## config.mk

```make
export PLATFORM = sky130hd
export DESIGN_NAME = shearsort_grid_sorter_unit
export DESIGN_NICKNAME = d
export VERILOG_FILES = /design/src/design/sgs_pkg.sv /design/src/design/shearsort_grid_sorter_unit.sv /design/src/design/sgs_ram.sv /design/src/design/sgs_cmp_exch.sv
export SDC_FILE = /design/constraint.sdc
export NUM_CORES = 2
export LEC_CHECK = 0
export BUFFER_PORTS_ARGS = -buffer_cell sky130_fd_sc_hd__buf_4
export CAP_MARGIN = 20
export CELL_PAD_IN_SITES_DETAIL_PLACEMENT = 1
export CELL_PAD_IN_SITES_GLOBAL_PLACEMENT = 1
export CORE_MARGIN = 8
export CORE_UTILIZATION = 40
export CTS_CLUSTER_DIAMETER = 100
export DETAILED_ROUTE_END_ITERATION = 8
export PLACE_DENSITY = 0.62
export SKIP_LAST_GASP = 1
export SLEW_MARGIN = 40
export SYNTH_ARGS = -nofsm -noshare
export SYNTH_HDL_FRONTEND = slang
export SYNTH_SLANG_ARGS = --single-unit
```

## constraint.sdc

```tcl
create_clock -name clk -period 10.25 [get_ports clk]
set_input_delay 0.5125 -clock clk [delete_from_list [all_inputs] [get_ports clk]]
set_output_delay 0.5125 -clock clk [all_outputs]
set_load 0.05 [all_outputs]
```

## src/design/sgs_pkg.sv

```systemverilog
`timescale 1ns / 1ps
// Shared types and constants for the shearsort grid sorter.
// No dependencies; imported by the compare-exchange unit and the top level.
package sgs_pkg;

	// Fixed widths of the external fields.
	localparam int VALUE_W = 16;
	localparam int COORD_W = 3;

	// Direction of one compare-exchange.
	typedef enum logic {
		DIR_ASC  = 1'b0,
		DIR_DESC = 1'b1
	} cmp_dir_t;

endpackage

```

## src/design/shearsort_grid_sorter_unit.sv

```systemverilog
`timescale 1ns / 1ps
// Shearsort grid sorter top level; uses sgs_pkg, sgs_ram, sgs_cmp_exch.
// Load: one cycle per input transaction; stall stays low only while loading.
// Sort: (2*P+1)*N*(N-1)^2 compare-exchanges, P = clog2(N)+1, each a read and a compare, plus a
// write-back on a swap (one shared compare unit on one grid RAM).
// Drain: read, load, hold until taken; 64 results for N=8. Async reset to idle/loading.
module shearsort_grid_sorter_unit #(
	parameter int GRID_SIDE  = 8,
	parameter int DATA_WIDTH = 16
) (
	input  logic                                 clk,
	input  logic                                 arst_n,
	// input channel
	input  logic                                 in_valid,
	output logic                                 in_stall,
	input  logic signed [sgs_pkg::VALUE_W-1:0]   value,
	// output channel
	output logic                                 out_valid,
	input  logic                                 out_stall,
	output logic signed [sgs_pkg::VALUE_W-1:0]   value_res,
	output logic        [sgs_pkg::COORD_W-1:0]   row,
	output logic        [sgs_pkg::COORD_W-1:0]   column,
	output logic                                 last
);
	import sgs_pkg::*;

	localparam int CELLS  = GRID_SIDE * GRID_SIDE;
	localparam int ADDR_W = $clog2(CELLS);
	localparam int IDX_W  = $clog2(GRID_SIDE);
	// full row+column phases; one extra row phase follows them
	localparam int PHASES = $clog2(GRID_SIDE) + 1;
	localparam int PH_W   = $clog2(PHASES + 1);

	// Sequencer states, one-hot.
	typedef enum logic [6:0] {
		S_LOAD      = 7'b0000001,
		S_RD        = 7'b0000010,
		S_CMP       = 7'b0000100,
		S_WB        = 7'b0001000,
		S_EMIT_RD   = 7'b0010000,
		S_EMIT_LD   = 7'b0100000,
		S_EMIT_WAIT = 7'b1000000
	} state_t;

	state_t               state_q;
	logic [ADDR_W-1:0]    load_q;     // cells loaded into the current grid
	logic [PH_W-1:0]      phase_q;    // shearsort phase, last one is row-only
	logic                 col_q;      // 0: row half of the phase, 1: column half
	logic [IDX_W-1:0]     line_q;     // row or column under sort
	logic [IDX_W-1:0]     pass_q;     // bubble pass within the line
	logic [IDX_W-1:0]     pos_q;      // pair position within the pass
	logic [IDX_W-1:0]     er_q;       // drain row
	logic [IDX_W-1:0]     ek_q;       // drain step within the row
	logic signed [DATA_WIDTH-1:0] hi_q;  // second value of a swapped pair

	logic                 out_valid_q;
	logic signed [VALUE_W-1:0] value_res_q;
	logic [COORD_W-1:0]   row_q;
	logic [COORD_W-1:0]   column_q;
	logic                 last_q;

	// grid RAM and compare unit hookup
	logic                         ram_we;
	logic [ADDR_W-1:0]            ram_waddr;
	logic signed [DATA_WIDTH-1:0] ram_wdata;
	logic [ADDR_W-1:0]            ram_raddr_a;
	logic signed [DATA_WIDTH-1:0] rd_a;
	logic signed [DATA_WIDTH-1:0] rd_b;
	logic signed [DATA_WIDTH-1:0] value_ext;
	logic [ADDR_W-1:0]            addr_a;
	logic [ADDR_W-1:0]            addr_b;
	logic [ADDR_W-1:0]            emit_addr;
	logic [IDX_W-1:0]             emit_col;
	cmp_dir_t                     cx_dir;
	logic                         cx_swap;
	logic signed [DATA_WIDTH-1:0] cx_first;
	logic signed [DATA_WIDTH-1:0] cx_second;

	// step bookkeeping
	logic pos_end, pass_end, line_end, sort_done, emit_last, take_out;

	// Narrow widths keep the low bits with sign, wide ones sign-extend.
	assign value_ext = DATA_WIDTH'(value);

	assign in_stall  = (state_q != S_LOAD);
	assign out_valid = out_valid_q;
	assign value_res = value_res_q;
	assign row       = row_q;
	assign column    = column_q;
	assign last      = last_q;
	assign take_out  = out_valid_q && !out_stall;

	// Pair addresses: neighbors in a row, or one row apart in a column.
	always_comb begin
		if (col_q) begin
			addr_a = ADDR_W'(pos_q) * ADDR_W'(GRID_SIDE) + ADDR_W'(line_q);
			addr_b = addr_a + ADDR_W'(GRID_SIDE);
		end else begin
			addr_a = ADDR_W'(line_q) * ADDR_W'(GRID_SIDE) + ADDR_W'(pos_q);
			addr_b = addr_a + ADDR_W'(1);
		end
	end

	// Odd rows sort descending so the final read-out is a snake.
	assign cx_dir = (!col_q && line_q[0]) ? DIR_DESC : DIR_ASC;

	assign pos_end   = (pos_q == IDX_W'(GRID_SIDE - 2));
	assign pass_end  = (pass_q == IDX_W'(GRID_SIDE - 2));
	assign line_end  = (line_q == IDX_W'(GRID_SIDE - 1));
	assign sort_done = pos_end && pass_end && line_end && !col_q &&
		(phase_q == PH_W'(PHASES));

	// Snake drain: even rows left to right, odd rows right to left.
	assign emit_col  = er_q[0] ? (IDX_W'(GRID_SIDE - 1) - ek_q) : ek_q;
	assign emit_addr = ADDR_W'(er_q) * ADDR_W'(GRID_SIDE) + ADDR_W'(emit_col);
	assign emit_last = (er_q == IDX_W'(GRID_SIDE - 1)) && (ek_q == IDX_W'(GRID_SIDE - 1));

	// RAM port steering: load writes, swap writes (first in compare, second in write-back), drain reads.
	always_comb begin
		ram_we    = 1'b0;
		ram_waddr = load_q;
		ram_wdata = value_ext;
		case (state_q)
			S_LOAD: begin
				ram_we = in_valid;
			end
			S_CMP: begin
				ram_we    = cx_swap;
				ram_waddr = addr_a;
				ram_wdata = cx_first;
			end
			S_WB: begin
				ram_we    = 1'b1;
				ram_waddr = addr_b;
				ram_wdata = hi_q;
			end
			default: begin
				ram_we = 1'b0;
			end
		endcase
		ram_raddr_a = (state_q == S_EMIT_RD) ? emit_addr : addr_a;
	end

	sgs_ram #(
		.WIDTH (DATA_WIDTH),
		.DEPTH (CELLS)
	) u_grid_ram (
		.clk     (clk),
		.we      (ram_we),
		.waddr   (ram_waddr),
		.wdata   (ram_wdata),
		.raddr_a (ram_raddr_a),
		.rdata_a (rd_a),
		.raddr_b (addr_b),
		.rdata_b (rd_b)
	);

	sgs_cmp_exch #(
		.DATA_WIDTH (DATA_WIDTH)
	) u_cmp_exch (
		.a_val      (rd_a),
		.b_val      (rd_b),
		.dir        (cx_dir),
		.swap       (cx_swap),
		.first_val  (cx_first),
		.second_val (cx_second)
	);

	// Sequencer: load, then bubble passes over every line, then drain.
	always_ff @(posedge clk or negedge arst_n) begin
		if (!arst_n) begin
			state_q     <= S_LOAD;
			load_q      <= '0;
			phase_q     <= '0;
			col_q       <= 1'b0;
			line_q      <= '0;
			pass_q      <= '0;
			pos_q       <= '0;
			er_q        <= '0;
			ek_q        <= '0;
			out_valid_q <= 1'b0;
		end else begin
			case (state_q)
				S_LOAD: begin
					if (in_valid) begin
						if (load_q == ADDR_W'(CELLS - 1)) begin
							load_q  <= '0;
							state_q <= S_RD;
						end else begin
							load_q <= load_q + ADDR_W'(1);
						end
					end
				end
				S_RD: begin
					state_q <= S_CMP;
				end
				S_CMP, S_WB: begin
					if (state_q == S_CMP && cx_swap) begin
						state_q <= S_WB;
					end else begin
						state_q <= sort_done ? S_EMIT_RD : S_RD;
						if (pos_end) begin
							pos_q <= '0;
							if (pass_end) begin
								pass_q <= '0;
								if (line_end) begin
									line_q <= '0;
									if (!col_q) begin
										if (sort_done) begin
											phase_q <= '0;
										end else begin
											col_q <= 1'b1;
										end
									end else begin
										col_q   <= 1'b0;
										phase_q <= phase_q + PH_W'(1);
									end
								end else begin
									line_q <= line_q + IDX_W'(1);
								end
							end else begin
								pass_q <= pass_q + IDX_W'(1);
							end
						end else begin
							pos_q <= pos_q + IDX_W'(1);
						end
					end
				end
				S_EMIT_RD: begin
					state_q <= S_EMIT_LD;
				end
				S_EMIT_LD: begin
					out_valid_q <= 1'b1;
					state_q     <= S_EMIT_WAIT;
				end
				S_EMIT_WAIT: begin
					if (!out_stall) begin
						out_valid_q <= 1'b0;
						if (emit_last) begin
							er_q    <= '0;
							ek_q    <= '0;
							state_q <= S_LOAD;
						end else begin
							if (ek_q == IDX_W'(GRID_SIDE - 1)) begin
								ek_q <= '0;
								er_q <= er_q + IDX_W'(1);
							end else begin
								ek_q <= ek_q + IDX_W'(1);
							end
							state_q <= S_EMIT_RD;
						end
					end
				end
				default: begin
					state_q <= S_LOAD;
				end
			endcase
		end
	end

	// Payload registers: swap holding value and the result transaction.
	always_ff @(posedge clk) begin
		if (state_q == S_CMP) begin
			hi_q <= cx_second;
		end
		if (state_q == S_EMIT_LD) begin
			value_res_q <= VALUE_W'(rd_a);
			row_q       <= COORD_W'(er_q);
			column_q    <= COORD_W'(emit_col);
			last_q      <= emit_last;
		end
	end

`ifndef SYNTHESIS
	// A write-back always follows a compare that decided to swap.
	a_wb_after_swap: assert property (@(posedge clk) disable iff (!arst_n)
		(state_q == S_WB) |-> ($past(state_q) == S_CMP && $past(cx_swap)))
		else $error("write-back without a swap");

	// The grid RAM is never written while results are drained.
	a_no_write_in_drain: assert property (@(posedge clk) disable iff (!arst_n)
		ram_we |-> !(state_q == S_EMIT_RD || state_q == S_EMIT_LD ||
			state_q == S_EMIT_WAIT))
		else $error("grid written during drain");

	// Taking the final result returns the block to loading a fresh grid.
	a_last_to_load: assert property (@(posedge clk) disable iff (!arst_n)
		(take_out && last_q) |=> (state_q == S_LOAD && load_q == '0))
		else $error("no return to loading after last result");

	// A result is offered only from the drain wait state.
	a_valid_in_drain: assert property (@(posedge clk) disable iff (!arst_n)
		out_valid_q |-> (state_q == S_EMIT_WAIT))
		else $error("result offered outside drain");

	// Pair counters stay inside the line during sorting.
	a_pair_range: assert property (@(posedge clk) disable iff (!arst_n)
		(state_q == S_CMP || state_q == S_WB) |->
			(pos_q <= IDX_W'(GRID_SIDE - 2) && pass_q <= IDX_W'(GRID_SIDE - 2)))
		else $error("pair counter out of range");
`endif

endmodule

```

## src/design/sgs_ram.sv

```systemverilog
`timescale 1ns / 1ps
// Generic RAM: one write port, two read ports, registered read data.
// No dependencies.
module sgs_ram #(
	parameter int WIDTH = 16,
	parameter int DEPTH = 64
) (
	input  logic                     clk,
	input  logic                     we,
	input  logic [$clog2(DEPTH)-1:0] waddr,
	input  logic [WIDTH-1:0]         wdata,
	input  logic [$clog2(DEPTH)-1:0] raddr_a,
	output logic [WIDTH-1:0]         rdata_a,
	input  logic [$clog2(DEPTH)-1:0] raddr_b,
	output logic [WIDTH-1:0]         rdata_b
);

	logic [WIDTH-1:0] mem_q [DEPTH];

	always_ff @(posedge clk) begin
		if (we) begin
			mem_q[waddr] <= wdata;
		end
		rdata_a <= mem_q[raddr_a];
		rdata_b <= mem_q[raddr_b];
	end

endmodule

```

## src/design/sgs_cmp_exch.sv

```systemverilog
`timescale 1ns / 1ps
// Shared compare-exchange unit: orders one pair of signed values.
// Depends on sgs_pkg (cmp_dir_t).
module sgs_cmp_exch #(
	parameter int DATA_WIDTH = 16
) (
	input  logic signed [DATA_WIDTH-1:0] a_val,
	input  logic signed [DATA_WIDTH-1:0] b_val,
	input  sgs_pkg::cmp_dir_t            dir,
	output logic                         swap,
	output logic signed [DATA_WIDTH-1:0] first_val,
	output logic signed [DATA_WIDTH-1:0] second_val
);
	import sgs_pkg::*;

	always_comb begin
		case (dir)
			DIR_ASC:  swap = (a_val > b_val);
			DIR_DESC: swap = (a_val < b_val);
			default:  swap = 1'b0;
		endcase
		first_val  = swap ? b_val : a_val;
		second_val = swap ? a_val : b_val;
	end

endmodule
```

==> results.ini <==
[finish]
final_nets = 3638
layout-drive-gt1-share_pct = 23.17
area_growth_pct = 13.56

[cts]
insertion_delay_ns = 0.76
path_clk_slew_ns = 0.06
cts_max_level = 3
postCtsHoldBufs = 2
cts-root-buf = clkbuf_16
cts_inserted_buffers = 120
cts.repair.resized = 0
clkSinkCount = 1128
post_cts_buffers = 0
cts_buffer_depth = 3
cts_tree = done

[place]
gp_congestion = 0.8858
io_buffers = 44
dp_hpwl_um = 125800

[floorplanning]
start_util_pct = 40.24
num_rows = 134
core_um2 = 133100
die_area_um2 = 145900
die_w_um = 382.0
io_pins = 45
fp.dieH_um = 382.0

[route]
drc_errors = 0
drt-pass1-iter-count = 5
final_antenna_net_count = 0
wl_per_cell_um = 36.06
drtIter0Drc = 4247
via_per_inst = 6.488
vias = 35450
routed_wl_um = 197000

[sta]
clock_skew_ns = 0.04444
finalMaxSlewViolations = 0
fin_crit_sh_pct = 51.19
maxSlewHeadroom_pct = 32.88
rsz0062_at_grt = no
fin_crit_ns = 5.247
clock.fmax_ghz = 0.1906
finalHoldViolCount = 0
setup-tns-final_ns = 0
setup_viol = 0
tightest_slew_ns = 0.9814

[power_and_ir_drop]
p_leak_nw = 20.19
power.density_nw_per_um2 = 166.6
finalPower_mw = 10.13
ir_worst_vdd_v = 0.0001418

[global_route]
antenna_found_initial = 6
gr-usage-met2_pct = 41.08
busiest_layer = met2
overflow = 0
grt_use_met1_pct = 36.39
grt_pass1_vias = 35260
grt_pass1_wl_um = 276400
grt_max_degree = 128
gr-usage-all-layers_pct = 26.32
globalRouteMet3Util_pct = 4.783

[synthesis]
yosys.cell_types.count = 82
syn_nets = 3596
synth_area_um2 = 53570
syn_avg_cell_area_um2 = 15.09
synthCells = 3549
synth_edf_count = 1063
seq_area_frac_synth_pct = 62.33
ys_seq_elements = 1128
ys.flop_type = edfxtp_1
synth_warnings = 0
async_flop_share_pct = 2.926

[min_path]
hold_class = input port to flop

[setup_path]
critPathMostFrequentCell = buf_4
crit_type = flop to flop
max_stage_delay_ns = 0.62
slowest_stage = buf_4
cp.required_ns = 10.88
crit_path_cell_trace = nor3_2 -> nand2_2 -> inv_1 -> a21boi_4 -> buf_4 -> buf_4 -> nor2_4 -> buf_4 -> nand3_1 -> nand4_1 -> nand4_1 -> or3_1
cp.buffers_inverters = 4
cpLargestDelayFamily = simple AND/OR/NAND/NOR gates
start_kind = flop
cp-end-kind = flop
crit_fanout = 41
crit_arrival_ns = 5.88

[run]
drv_cap = 0

[run_status]
status = finished, final reports clean

==> Yosys cell counts, types with 7 or more instances <==
cell,n,share of area [%]
a211oi_1,139,1.9
a211oi_2,9,0.21
a21oi_1,102,0.95
a22oi_1,63,0.88
a31oi_1,54,0.63
and3_1,38,0.44
buf_1,17,0.12
buf_2,76,0.71
buf_4,30,0.42
buf_6,7,0.15
clkbuf_1,135,0.95
dfrtp_1,32,1.5
dfxtp_1,32,1.2
edfxtp_1,1063,60
ha_1,27,0.63
inv_1,33,0.23
mux2_2,12,0.25
mux2i_1,246,4.6
mux4_2,329,14
nand2_1,446,3.1
nand2b_1,12,0.14
nand3_1,135,1.3
nand4_1,39,0.46
nor2_1,45,0.32
nor2b_1,72,0.84
nor3_1,42,0.39
nor4_1,23,0.27
o2111ai_1,30,0.49
o21ai_0,69,0.64
o22ai_1,77,0.90
or3_1,14,0.16
==> logic make-up after synthesis <==
group | Yosys count | synth area share [%]
mux | 587 | 18.68
simple gates | 900 | 7.976
compound gates | 595 | 7.505
fa+ha+maj | 27 | 0.6306
flops | 1128 | 62.33
xor+xnor | 8 | 0.1308
buf+inv | 304 | 2.749
==> stage by stage <==
stage	std cells	hold WS, ns	cell area (um^2)	util (%)	worst slack [ns]
floorplan	3549	0.2169	53570	-	4.866
global placement	5224	0.4956	56540	42.48	4.770
detailed placement	5233	0.5054	56830	42.69	5.120
CTS	5460	0.1694	60770	45.65	5.101
global route	5462	0.2288	60830	45.69	4.835
finish	5463	0.2212	60830	45.70	5.003
==> worst paths after layout <==
path                            start                      to  slack [ns]  cells after the start
setup reg to reg           state_q[6]  u_grid_ram.rdata_a[13]        5.00                     12
min in group asynchronous      arst_n              state_q[5]        0.25                      2
setup / recovery           state_q[6]  u_grid_ram.rdata_a[13]        5.00                     12
hold / removal               in_valid               load_q[1]        0.22                      4
hold reg to reg             pass_q[1]               pass_q[1]        0.52                      1
max in group asynchronous      arst_n              state_q[0]        9.64                      2
==> cell type report <==
type	count	area (um^2)
timing repair buffer	190	1637
antenna	1	2.502
clock buffer	147	3188
clock inverter	78	734.5
multi-input combinational	2117	19540
sequential	1128	33390
tap	1768	2212
fill	12940	72290
inverter	34	127.6
==> placed cells by master (no fill, tap or decap), drive strengths merged, types with 4 or more instances in the layout <==
master       n
a211oi     148
a21o         5
a21oi      102
a22oi       63
a31oi       57
and2         7
and3        38
buf        187
bufinv      12
clkbuf     148
clkinv      57
clkinvlp     7
dfrtp       32
dfxtp       32
edfxtp    1063
ha          27
inv         36
mux2        12
mux2i      246
mux4       329
nand2      448
nand2b      12
nand3      136
nand4       39
nor2        48
nor2b       72
nor3        43
nor4        23
o2111ai     30
o211ai       5
o21ai       74
o22ai       77
o31ai        6
or2          4
or3         15
xnor2        5
==> where the power goes <==
| group | switching (mW) | leakage (nW) | internal, mW |
|---|---|---|---|
| clock network | 1.91 | 1.91 | 2.51 |
| logic | 0.382 | 8.02 | 0.122 |
| registers | 0.0558 | 10.3 | 5.16 |
==> tightest hold or removal path: stages <==
cell and delay (ns):
buf_4 0.08, nand2_1 0.16, nand2_1 0.13, nand2_1 0.05
==> sequential cells by signal, summed over array words and instances (netlist names), 6 cells and up <==
name and cells:
state_q 7, u_grid_ram.rdata_b 16, u_grid_ram.mem_q 1024, value_res 16
u_grid_ram.rdata_a 16, hi_q 16, load_q 6
==> layer usage <==
| layer | routed length (um) | vias to the layer above | part of all wire (%) |
|---|---|---|---|
| met5 | 13 | - | 0.0066 |
| met2 | 90180 | 1815 | 46 |
| met3 | 17770 | 351 | 9.0 |
| li1 | - | 14390 | - |
| met1 | 80130 | 18890 | 41 |
| met4 | 8897 | 2 | 4.5 |
(Power assumes the default switching activity.)
